==> src/hdl/pme_pkg.sv <==
// ----------------------------------------------------------------------------
// pme_pkg
// types, codes and constants of the periodic mean estimator
// ----------------------------------------------------------------------------
package pme_pkg;

	localparam int DEF_MAX_SAMPLES = 256;
	localparam int SAMPLE_W        = 16;
	localparam int MINV_W          = 16;
	localparam int MAXV_W          = 17;
	localparam int EST_W           = 24;
	localparam int FRAC_W          = 8;
	localparam int CFG_IDX_W       = 2;
	localparam int CFG_DATA_W      = 17;

	localparam logic [CFG_IDX_W-1:0] REG_MIN_VALUE = 2'd0;
	localparam logic [CFG_IDX_W-1:0] REG_MAX_VALUE = 2'd1;

	localparam logic [EST_W-1:0] EST_MAX = {EST_W{1'b1}};

	typedef enum logic [1:0] {
		ST_OK       = 2'd0,
		ST_NO_RANGE = 2'd1,
		ST_NO_NEAR  = 2'd2,
		ST_NO_COUNT = 2'd3
	} status_t;

	typedef struct packed {
		logic [SAMPLE_W-1:0] sample_value;
		logic                is_last;
	} in_t;

	typedef struct packed {
		logic [EST_W-1:0] mean_estimate;
		status_t          status;
	} out_t;

	typedef struct packed {
		logic busy;
		logic done;
	} div_stat_t;

	typedef enum logic [3:0] {
		FSM_LOAD,
		FSM_SCAN,
		FSM_RD,
		FSM_MUL,
		FSM_DIV_GO,
		FSM_DIV_WAIT,
		FSM_FIN_GO,
		FSM_FIN_WAIT,
		FSM_EMIT
	} fsm_t;

endpackage

==> src/hdl/pme_store.sv <==
// ----------------------------------------------------------------------------
// pme_store
// sample memory, one write and one registered read port
// ----------------------------------------------------------------------------
module pme_store import pme_pkg::*; #(
	parameter int DEPTH = DEF_MAX_SAMPLES,
	parameter int AW    = $clog2(DEPTH)
) (
	input  logic                clk,
	input  logic                we,
	input  logic [AW-1:0]       waddr,
	input  logic [SAMPLE_W-1:0] wdata,
	input  logic                re,
	input  logic [AW-1:0]       raddr,
	output logic [SAMPLE_W-1:0] rdata
);

	logic [SAMPLE_W-1:0] mem [DEPTH];

	always_ff @(posedge clk) begin
		if (we) begin
			mem[waddr] <= wdata;
		end
	end

	always_ff @(posedge clk) begin
		if (re) begin
			rdata <= mem[raddr];
		end
	end

endmodule

==> config.mk <==
export PLATFORM = sky130hd
export DESIGN_NAME = pme_store
export DESIGN_NICKNAME = d
export VERILOG_FILES = /design/src/hdl/pme_pkg.sv /design/src/hdl/pme_store.sv
export SDC_FILE = /design/constraint.sdc
export NUM_CORES = 2
export LEC_CHECK = 0
export ABC_CLOCK_PERIOD_IN_PS = 3100
export BUFFER_PORTS_ARGS = -buffer_cell sky130_fd_sc_hd__buf_4
export CAP_MARGIN = 40
export CORE_MARGIN = 1
export CORE_UTILIZATION = 35
export CTS_CLUSTER_DIAMETER = 30
export DETAILED_ROUTE_END_ITERATION = 8
export GPL_TIMING_DRIVEN = 0
export PLACE_DENSITY = 0.6
export SLEW_MARGIN = 20
export SYNTH_ARGS = -nofsm -noshare
export SYNTH_HDL_FRONTEND = slang
export SYNTH_SLANG_ARGS = --single-unit
==> constraint.sdc <==
create_clock -name clk -period 3.1 [get_ports clk]
set_clock_uncertainty 0.2 [all_clocks]
set_input_delay 0.465 -clock clk [delete_from_list [all_inputs] [get_ports clk]]
set_output_delay 0.465 -clock clk [all_outputs]
set_load 0.01 [all_outputs]
# Word level (Yosys, flattened, before mapping)
# Memory sizes are Yosys's and may differ from the RTL's. A register that Yosys moved wholly into a read port is not among the register bits.
# Cells that the tools add are included.
dict set report word_totals {
  register_bits 0
  ramBits 4096
  word_cells 3
  n_memories 1
}
dict set report op_classes {
  mux 2
}
# name words width rd rd_ports_with_merged_regs write_ports line_no
set memory_table {}
lappend memory_table {mem 256 16 1 1 1 pme_store.sv:18} ;# logic [SAMPLE_W-1:0] mem [DEPTH];
# op count
set op_table {}
lappend op_table {{1-bit 2-to-1 mux} 2}

# Logic depth before layout (Yosys ltp)
dict set report depth {
  ltp_word 2
  ltp_mapped 12
  ltp_nobuf 6
}

# Worst setup path after synthesis
# No wires, ideal clock.
dict set report synth_timing {
  kind {input -> register}
  startpoint {input raddr[0]}
  endpoint {register rdata[4], read port of mem, data pin}
  setup_ns 0.265
  arrival_time_ns 2.449
  setup_slack_ns 0.186
  cell_stages 8
  n_path_buf 3
  cell_sequence {buf_6 buf_6 buf_2 mux4_2 mux4_2 a22o_1 o32ai_2 nor4_2}
}
# element line_no
set synth_lines {}
lappend synth_lines {{from (decl)} pme_store.sv:14} ;# input logic [AW-1:0] raddr,
lappend synth_lines {{to (decl)} pme_store.sv:15} ;# output logic [SAMPLE_W-1:0] rdata

==> results.cfg <==
[drt]
drc = 6
final_antenna_net_count = 0
wire_per_inst_um = 34.06
routed-via-count = 85540
routed_via_density = 5.712
drt_pass1_iterations = 9
drt_iter0_markers = 12290
drt_wl_total_um = 510100

[worst_hold_path]
hold_path_class = input pin to register
min_to = mem[174][12]
min_path_cells = 3
min-delay-start = waddr[2]

[global_route]
grt_overflow = 0
grtUsageTotal = 0.2193
antenna_found_initial = 26
grt_pass1_vias = 85170
grt_pass1_wl_um = 694600
grt_max_degree = 121

[clock_tree]
clk_pin_slew_ns = 0.06
clockBufferDepth = 4
cts_sinks = 4112
clock_latency_ns = 1.12
cts_buffers = 644
clockRootBuffer = clkbuf_16
cts_tree = built
htreeDepth = 6

[worst_setup_path]
crit_fanout = 10
cpMostUsedCell = clkbuf_2
worst-setup-path-type = input pin to register
cp_top_family = buffers and inverters
crit_path_end_kind = register
worstPathRequired_ns = 3.84
critPathBufInv = 6
cpPeakStageDelay_ns = 0.54
worstSetupStartpointType = input pin
reg2reg_depth = 5
worstReg2RegStart = mem[23][6]
slowest_stage = clkbuf_2
path_cells = buf_4, clkbuf_4, clkbuf_2, buf_16, clkbuf_2, a21oi_1, o21ai_1, nand4_1, nor4_4, buf_2
arrival_ns = 3.98
regToRegSetupSlack_ns = 0.02
rr_endpoint = rdata[6]

[logic_synthesis]
synth_top_family_by_area = multiplexers
synthArstFlopShare = 0
synthSimpleGateAreaFrac = 0.01573
synth_xor_area_frac = 0
ys_types = 51
netlist_area_um2 = 158900
synth_area_leader_cell = edfxtp_1
syn_nets = 7395
yosys.area.top_type_share = 0.7772
yosys_register_bits = 4112
ys.flop_type = edfxtp_1
synth_cells = 7360
syn_area_per_cell_um2 = 21.59
yosys-top-cells-area = edfxtp_1 (78%), mux4_2 (11%), mux2i_1 (3.6%), o221ai_1 (1.4%), nor2_1 (0.72%)
synth-warning-count = 0
synth_mux_area_frac = 0.1548
synth-compound-area-share = 0.03534
ys_seq_area_frac = 0.7772
synth-edff-count = 4112
synth_fa_ha_area_frac = 0

[status]
violations = DRC, setup timing
status = finished with violations

[final_layout]
fill_cells = 37880
syn_to_final_growth_pct = 24.44
nets = 8473
fin_area_um2 = 197700
utilization = 0.4373
final_cells = 14980
drive_gt1_frac = 0.3516

[placement]
dp_cells = 13730
port_buffers = 40
place_hpwl_um = 355600
pre_cts_ws_ns = -2.548
place_area_um2 = 173000
routabilityCongestion = 0.9899

[power_and_ir_drop]
p_total_mw = 143.1
p_per_area_nw_per_um2 = 724.0
cellLeakagePower_nw = 63.46
ir_drop_mv = 0.6775

[timing]
hold_viol = 0
setup_tns_ns = -1.236
setup-violations-final = 15
rsz0062_at_grt = yes
fin_crit_ns = 3.234
relSlewSlack = 0.2832
fin_crit_sh = 1.043
worstMarginPinSlew_ns = 1.070
timing.fmax_mhz = 309.2
worst_slack_ns = -0.1337
whs_ns = 0.07885
slew_viol_final = 0

[floorplan]
core-area_um2 = 452100
rows = 247
io_pins = 51
start_util = 0.3514
die-area_um2 = 456600
die_h_um = 675.7
die_width_um = 675.7

[job]
max_cap_viol_count = 0
==> sequential cells by signal, summed over array words and instances (netlist names) <==
name,count
mem,4096
rdata,16
==> kinds of logic (layout without fill, tap and decap cells) <==
logic type,Yosys count,count (layout)
flops,4112,4112
mux,1450,1450
compound gates,786,786
simple gates,556,556
buf+inv,456,2077
other cells,0,19
==> per-layer routing <==
| metal | up-vias | share of wire | GRT usage |
|---|---|---|---|
| li1 | 33820 | - | - |
| met5 | - | 0.00014 | 0 |
| met3 | 1012 | 0.10 | 0.05177 |
| met4 | 10 | 0.056 | 0.1092 |
| met2 | 5003 | 0.46 | 0.3405 |
| met1 | 45700 | 0.38 | 0.2899 |
==> synth_stat cells, types with 32 or more instances <==
cell	number
o221ai_1	252
nor3_1	92
a22o_1	32
mux2i_1	565
clkbuf_1	230
mux4_2	797
a21oi_1	175
buf_6	77
buf_2	76
a22oi_1	43
o21ai_0	37
edfxtp_1	4112
nand2_1	38
nand3_1	35
nor2_1	304
o22ai_1	148
mux2_2	88
==> layout make-up <==
type | count | area (um^2) | area share
Sequential cell | 4112 | 123500 | 0.6246
Multi-Input combinational cell | 2792 | 35050 | 0.1773
Clock buffer | 706 | 16560 | 0.08377
Tap cell | 5976 | 7477 | 0.03782
Clock inverter | 483 | 6025 | 0.03047
Timing Repair Buffer | 433 | 5853 | 0.02961
Buffer | 451 | 3186 | 0.01611
Antenna cell | 19 | 47.55 | 0.0002405
Inverter | 4 | 21.27 | 0.0001076
==> what timing repair did <==
item,CTS,global route
gates resized for setup,332,71
hold buffers,22,0
setup endpoints to repair,16,80
setup buffers,2,1
endpoints found under the hold margin,1666,0
pin swaps,30,24
==> cell usage in the layout, fill, tap and decap left out, types with 140 or more instances in the layout <==
cell type  Yosys  layout
a21oi_1      175     161
o22ai_1      148     140
o221ai_1     252     197
clkbuf_1     230     181
mux2i_1      565     565
nor2_2         0     220
buf_6         77     264
clkbuf_16      0     654
mux4_2       797     797
edfxtp_1    4112    4112
==> how the worst max path moves through the flow <==
stage | start | endpoint | slack, ns | cells past startpoint
4_1_cts | raddr[0] | rdata[7] | -0.0008 | 12
6_report | raddr[2] | rdata[3] | -0.13 | 10
3_3_place_gp | raddr[2] | rdata[1] | -4.40 | 9
5_1_grt | raddr[2] | rdata[8] | -0.01 | 12
2_1_floorplan | raddr[0] | rdata[4] | 0.19 | 8
3_5_place_dp | raddr[1] | rdata[6] | -2.55 | 10
==> worst register-to-register path, stage by stage (launching register included) <==
cell      delay [ns]
edfxtp_1        0.35
mux4_2          0.53
mux4_2          0.56
a22o_1          0.36
o32ai_4         0.59
nor4_4          0.20
==> where the power goes <==
part	total [mW]	internal [mW]	switching (mW)	leakage (nW)
Combinational	7.39	2.39	5.01	15.7
Sequential	61.4	61.4	0.0356	37.0
Clock	74.3	46.7	27.6	10.8
Power figures use the tool's default switching activity.
