## config.mk

```make
export PLATFORM = sky130hd
export DESIGN_NAME = pme_div
export DESIGN_NICKNAME = d
export VERILOG_FILES = /design/src/hdl/pme_pkg.sv /design/src/hdl/pme_div.sv
export SDC_FILE = /design/constraint.sdc
export NUM_CORES = 1
export LEC_CHECK = 0
export ABC_AREA = 1
export ABC_CLOCK_PERIOD_IN_PS = 4300
export BUFFER_PORTS_ARGS = -buffer_cell sky130_fd_sc_hd__buf_2
export CORE_ASPECT_RATIO = 0.8
export CORE_UTILIZATION = 60
export DETAILED_ROUTE_END_ITERATION = 16
export PLACE_DENSITY = 0.86
export SLEW_MARGIN = 20
export SYNTH_ARGS = -nofsm -noshare
export SYNTH_HDL_FRONTEND = slang
export SYNTH_SLANG_ARGS = --single-unit
```

## constraint.sdc

```tcl
create_clock -name clk -period 4.3 [get_ports clk]
set_clock_uncertainty 0.1 [all_clocks]
set_input_delay 0.43 -clock clk [delete_from_list [all_inputs] [get_ports clk]]
set_output_delay 0.43 -clock clk [all_outputs]
set_load 0.02 [all_outputs]
```

## src/hdl/pme_pkg.sv

```systemverilog
// ----------------------------------------------------------------------------
// pme_pkg
// types, codes and constants of the periodic mean estimator
// ----------------------------------------------------------------------------
package pme_pkg;

	localparam int DEF_MAX_SAMPLES = 256;
	localparam int SAMPLE_W        = 16;
	localparam int MINV_W          = 16;
	localparam int MAXV_W          = 17;
	localparam int EST_W           = 24;
	localparam int FRAC_W          = 8;
	localparam int CFG_IDX_W       = 2;
	localparam int CFG_DATA_W      = 17;

	localparam logic [CFG_IDX_W-1:0] REG_MIN_VALUE = 2'd0;
	localparam logic [CFG_IDX_W-1:0] REG_MAX_VALUE = 2'd1;

	localparam logic [EST_W-1:0] EST_MAX = {EST_W{1'b1}};

	typedef enum logic [1:0] {
		ST_OK       = 2'd0,
		ST_NO_RANGE = 2'd1,
		ST_NO_NEAR  = 2'd2,
		ST_NO_COUNT = 2'd3
	} status_t;

	typedef struct packed {
		logic [SAMPLE_W-1:0] sample_value;
		logic                is_last;
	} in_t;

	typedef struct packed {
		logic [EST_W-1:0] mean_estimate;
		status_t          status;
	} out_t;

	typedef struct packed {
		logic busy;
		logic done;
	} div_stat_t;

	typedef enum logic [3:0] {
		FSM_LOAD,
		FSM_SCAN,
		FSM_RD,
		FSM_MUL,
		FSM_DIV_GO,
		FSM_DIV_WAIT,
		FSM_FIN_GO,
		FSM_FIN_WAIT,
		FSM_EMIT
	} fsm_t;

endpackage

```

## src/hdl/pme_div.sv

```systemverilog
// ----------------------------------------------------------------------------
// pme_div
// restoring divider, one quotient bit per cycle
// ----------------------------------------------------------------------------
module pme_div import pme_pkg::*; #(
	parameter int NW = 34
) (
	input  logic          clk,
	input  logic          arst_n,
	input  logic          start,
	input  logic [NW-1:0] num,
	input  logic [NW-1:0] den,
	output div_stat_t     stat,
	output logic [NW-1:0] quo
);

	localparam int STW = $clog2(NW + 1);

	logic [NW-1:0]  rem_q;
	logic [NW-1:0]  num_q;
	logic [NW-1:0]  den_q;
	logic [STW-1:0] step_q;
	logic           busy_q;
	logic           done_q;
	logic [NW:0]    rem_sh;
	logic           ge;
	logic [NW:0]    rem_nxt;

	assign rem_sh  = {rem_q, num_q[NW-1]};
	assign ge      = rem_sh >= {1'b0, den_q};
	assign rem_nxt = ge ? rem_sh - {1'b0, den_q} : rem_sh;

	always_ff @(posedge clk or negedge arst_n) begin
		if (!arst_n) begin
			busy_q <= 1'b0;
			done_q <= 1'b0;
			step_q <= '0;
		end else begin
			done_q <= 1'b0;
			if (start) begin
				busy_q <= 1'b1;
				step_q <= STW'(NW);
			end else if (busy_q) begin
				step_q <= step_q - 1'b1;
				if (step_q == STW'(1)) begin
					busy_q <= 1'b0;
					done_q <= 1'b1;
				end
			end
		end
	end

	always_ff @(posedge clk) begin
		if (start) begin
			rem_q <= '0;
			num_q <= num;
			den_q <= den;
		end else if (busy_q) begin
			rem_q <= rem_nxt[NW-1:0];
			num_q <= {num_q[NW-2:0], ge};
		end
	end

	assign stat.busy = busy_q;
	assign stat.done = done_q;
	assign quo       = num_q;

endmodule

```

# Word level (Yosys, flattened, before mapping)
# Cells that the tools add are included.
# W data, S select, Z words.
[totals]
register_bits = 110
output_inout_bits = 36
[op_classes]
n_eq_ne = 1
n_addsub = 2
n_mux = 11
n_reduce_logical = 1
order_cmp = 1
[ops]
columns = ["op", "n"]
rows = [
  ["$mux W34", 3],
  ["$ge A35 B34 Y1", 1],
  ["$sub A34 B34 Y34", 1],
  ["$mux W6", 2],
  ["$eq A6 B1 Y1 const B", 1],
  ["$mux W1", 6],
  ["$sub A6 B1 Y6 const B", 1],
  ["$reduce_bool A2 Y1", 1],
]

# Depth between registers and ports, before layout
[logic_depth]
ltp_word = 4
depth_mapped = 17
mapped_depth_nobuf = 17

# Worst setup path before layout
# Ideal clock, no wire load.
[synth_timing]
path_kind = "input to register"
from = "input start"
to = "register num_q[0] (netlist: quo[0]) (enable)"
setup_ns = 0.412
stages = 3
setup_slack_ns = 2.000
required_time_ns = 3.788
t_arrival_ns = 1.788
path_cell_list = "nor2_1 inv_1 clkbuf_1"
[synth_via]
elab_chain_len = 1
[synth_rtl]
columns = ["item", "line_no", "text"]
rows = [
  ["start, declared", "pme_div.sv:10", "input logic start,"],
  ["$reduce_bool A2 Y1 (no source line)", "-", ""],
  ["end signal, assigned", "pme_div.sv:56", "num_q <= num;"],
  ["end signal, assigned", "pme_div.sv:60", "num_q <= {num_q[NW-2:0], ge};"],
  ["end, declared", "pme_div.sv:20", "logic [NW-1:0] num_q;"],
]
# Every way passes these cells.
# A chain may end at the register's enable or synchronous reset.

# Final worst setup path
[layout_timing]
from = "register den_q[17]"
to = "register rem_q[0]"
[layout_via]
elab_chain_len = 2
[layout_rtl]
columns = ["item", "line_no", "text"]
rows = [
  ["start, declared", "pme_div.sv:21", "logic [NW-1:0] den_q;"],
  ["start signal, assigned", "pme_div.sv:57", "den_q <= den;"],
  ["$ge A35 B34 Y1", "pme_div.sv:30", "assign ge = rem_sh >= {1'b0, den_q};"],
  ["$mux W34", "pme_div.sv:31", "assign rem_nxt = ge ? rem_sh - {1'b0, den_q} : rem_sh;"],
  ["end signal, assigned", "pme_div.sv:59", "rem_q <= rem_nxt[NW-1:0];"],
  ["end, declared", "pme_div.sv:19", "logic [NW-1:0] rem_q;"],
]
# Every way passes these cells.

==> impl_metrics.json <==
{
  "worstPathMaxFanout": 24,
  "power_mw": 4.44,
  "cp.required_ns": 4.40,
  "regArea_sq_mm": 0.00292,
  "seq_power_share_pct": 32.1,
  "nFillCells": 1016,
  "p_per_area_mw_per_mm2": 540,
  "grt_max_degree": 52,
  "syn_inst": 1036,
  "reg2regPathDepth": 12,
  "grt_use_total_pct": 30.7,
  "antenna_found_initial": 0,
  "clk_transition_reported_paths_ns": 0.09,
  "whs_path_depth": 1,
  "worst-path-buf-inv": 2,
  "final-hold-violation-count": 0,
  "root_buffer": "clkbuf_16",
  "crit_arrival_ns": 2.92,
  "critical_path_class": "register to register",
  "cts_setup_buffers": 0,
  "design_area_sq_mm": 0.00821,
  "min_from": "den[29]",
  "ys_ff_latch": 110,
  "yosysWarnings": 0,
  "slew_violations": 0,
  "cts_num_sinks": 110,
  "rsz0062_at_grt": "no",
  "drive_gt1_share_pct": 14.1,
  "multi_input_area_sq_mm": 0.00352,
  "start_util_pct": 62.6,
  "crit_path_max_incr_delay_ns": 0.58,
  "synth_fp_nets": 1144,
  "final_common_cell": "nand2_1",
  "cts_buffers": 9,
  "cpLargestDelayFamily": "simple AND/OR/NAND/NOR gates",
  "drv_cap": 0,
  "path_cells": "inv_1, ha_1, nand2_1, nor2_2, nand2_1, nor2_4, nor3b_4, nor2_4, buf_4, nand3_1, nand3_1, o21ai_0",
  "syn_area_sq_mm": 0.00732,
  "reg2reg_from": "den_q[17]",
  "htreeDepth": 3,
  "setup_viol": 0,
  "vdd_drop_max_mv": 0.297,
  "ys_seq_area_share_pct": 39.9,
  "io_buffer_count": 106,
  "clkLatencyLatePin_ns": 0.36,
  "layout.cells.most_common_list": "nand2_1, inv_1, buf_2",
  "place_area_sq_mm": 0.00790,
  "fin_nets": 1240,
  "violations": "design-rule violations",
  "period_minus_slack_ns": 2.82,
  "endpoint_kind": "register",
  "final_antenna_net_count": 0,
  "grt_pass1_vias": 6437,
  "hold_path.class": "input pin to register",
  "worst_slew_pin_slew_ns": 1.04,
  "cp_slowest_cell": "nor2_4",
  "antenna_cells": 0,
  "fmax_mhz": 355,
  "detailed_place_hpwl_mm": 13.6,
  "grt_pass1_wl_mm": 30.5,
  "holdPathEnd": "den_q[29]",
  "p_switching_mw": 1.94,
  "post-route-drc-count": 2,
  "dr.pass1.iters": 11,
  "viasPerCell": 5.22,
  "p_sw_share_pct": 43.8,
  "setup_tns_ns": 0,
  "synthDistinctLibCells": 39,
  "num_rows": 35,
  "p_int_mw": 2.49,
  "clockBufferDepth": 2,
  "num_vias": 6710,
  "place_congestion": 0.993,
  "die_y_um": 101,
  "synth_area_per_cell_sq_um": 7.07,
  "start_kind": "register",
  "leakage_nw": 4.55,
  "dieArea_sq_mm": 0.0127,
  "combPwrFrac_pct": 48.7,
  "wl_per_cell_um": 14.3,
  "fin_crit_sh_pct": 65.5,
  "drt_wl_total_mm": 18.4,
  "fp.coreArea_sq_mm": 0.0117,
  "die_w_um": 126,
  "r2r_end": "rem_q[0]",
  "outcome": "finished, violations left",
  "slew_headroom_pct": 30.8,
  "clkPwrFrac_pct": 19.2,
  "rrSetupSlack_ns": 1.48,
  "cts_tree": "yes",
  "ios": 107,
  "syn2layout_area_growth_pct": 12.1,
  "drt_iter0_drc": 489,
  "grt_overflow": 0
}
-- what timing repair did --
action                                 CTS  global route
endpoints found under the hold margin    8             0
hold buffers                             1             0
setup endpoints to repair                0             0
resized for setup                        0             0
-- flip-flops by register name, summed over array words and instances (netlist names) --
register	flops
den_q	34
quo	34
rem_q	34
step_q	6
busy_q	1
done_q	1
-- stage by stage --
step / worst slack, ns / hold WS, ns / utilization, % / instances
after CTS: 1.51 / 0.135 / 70.2 / 1285
after global routing: 1.36 / 0.128 / 70.2 / 1285
after global placement: 1.63 / 0.183 / 67.6 / 1268
final: 1.48 / 0.136 / 70.2 / 1285
after detailed placement: 1.53 / 0.181 / 67.6 / 1268
after floorplan: 2.00 / 0.0344 / - / 1036
-- synth_stat cells (all sizes together) --
cell type / count / area, sq um
nand2: 428 / 1650
inv: 190 / 713
nand3: 77 / 395
edfxtp: 68 / 2040
nor2: 52 / 248
ha: 36 / 450
dfxtp: 34 / 681
o21ai: 29 / 145
a21oi: 25 / 129
nand3b: 21 / 158
xnor2: 14 / 123
buf: 13 / 121
clkbuf: 13 / 48.8
dfrtp: 8 / 200
nand4: 6 / 37.5
nor3: 5 / 30.0
xor2: 4 / 35.0
and2: 3 / 18.8
o21bai: 2 / 15.0
a22oi: 1 / 7.51
a31oi: 1 / 6.26
fa: 1 / 20.0
nor3b: 1 / 18.8
nor4: 1 / 6.26
o21a: 1 / 7.51
or2: 1 / 6.26
or3b: 1 / 8.76
-- layer usage --
| layer | up-vias | GRT usage (%) | share of wire (%) |
|---|---|---|---|
| met5 | - | 0 | 0 |
| met4 | 0 | 7.69 | 1.2 |
| met3 | 19 | 6.79 | 8.0 |
| met2 | 249 | 49.5 | 44 |
| met1 | 3053 | 42.1 | 47 |
| li1 | 3389 | - | - |
-- area by class of cell --
class / count / area share, %
flip-flops and latches: 110 / 35.6
clock inverters: 7 / 0.929
well taps: 148 / 2.26
repair buffers: 111 / 6.95
inverters: 190 / 8.69
multi-input cells: 710 / 42.8
clock buffers: 9 / 2.74
-- power by group through the flow --
stage,logic (mW),registers (mW),clock network [mW]
2_1_floorplan,1.64,1.46,0
3_5_place_dp,2.12,1.44,0
6_report,2.16,1.42,0.852
3_3_place_gp,2.08,1.43,0
4_1_cts,2.14,1.42,0.856
5_1_grt,2.45,1.45,0.896
-- worst max-delay path by stage --
stage	startpoint	to	slack, ns	depth (start not counted)
finish	den_q[17]	rem_q[0]	1.48	12
global route	den_q[23]	rem_q[0]	1.36	12
CTS	den_q[17]	rem_q[0]	1.51	12
detailed placement	den_q[17]	rem_q[0]	1.53	12
global placement	den_q[17]	rem_q[0]	1.63	12
floorplan	start	quo[0]	2.00	3
-- kinds of logic after synthesis --
logic type	after synthesis	synth area share, %
xor gates and xnor gates	18	2.15
AOI/OAI and AO/OA	59	4.24
and+or+nand+nor	596	35.2
adders and majority gates	37	6.43
buffers and inverters	216	12.1
DFF	110	39.9
No activity file was read; power rests on OpenSTA's default activity.
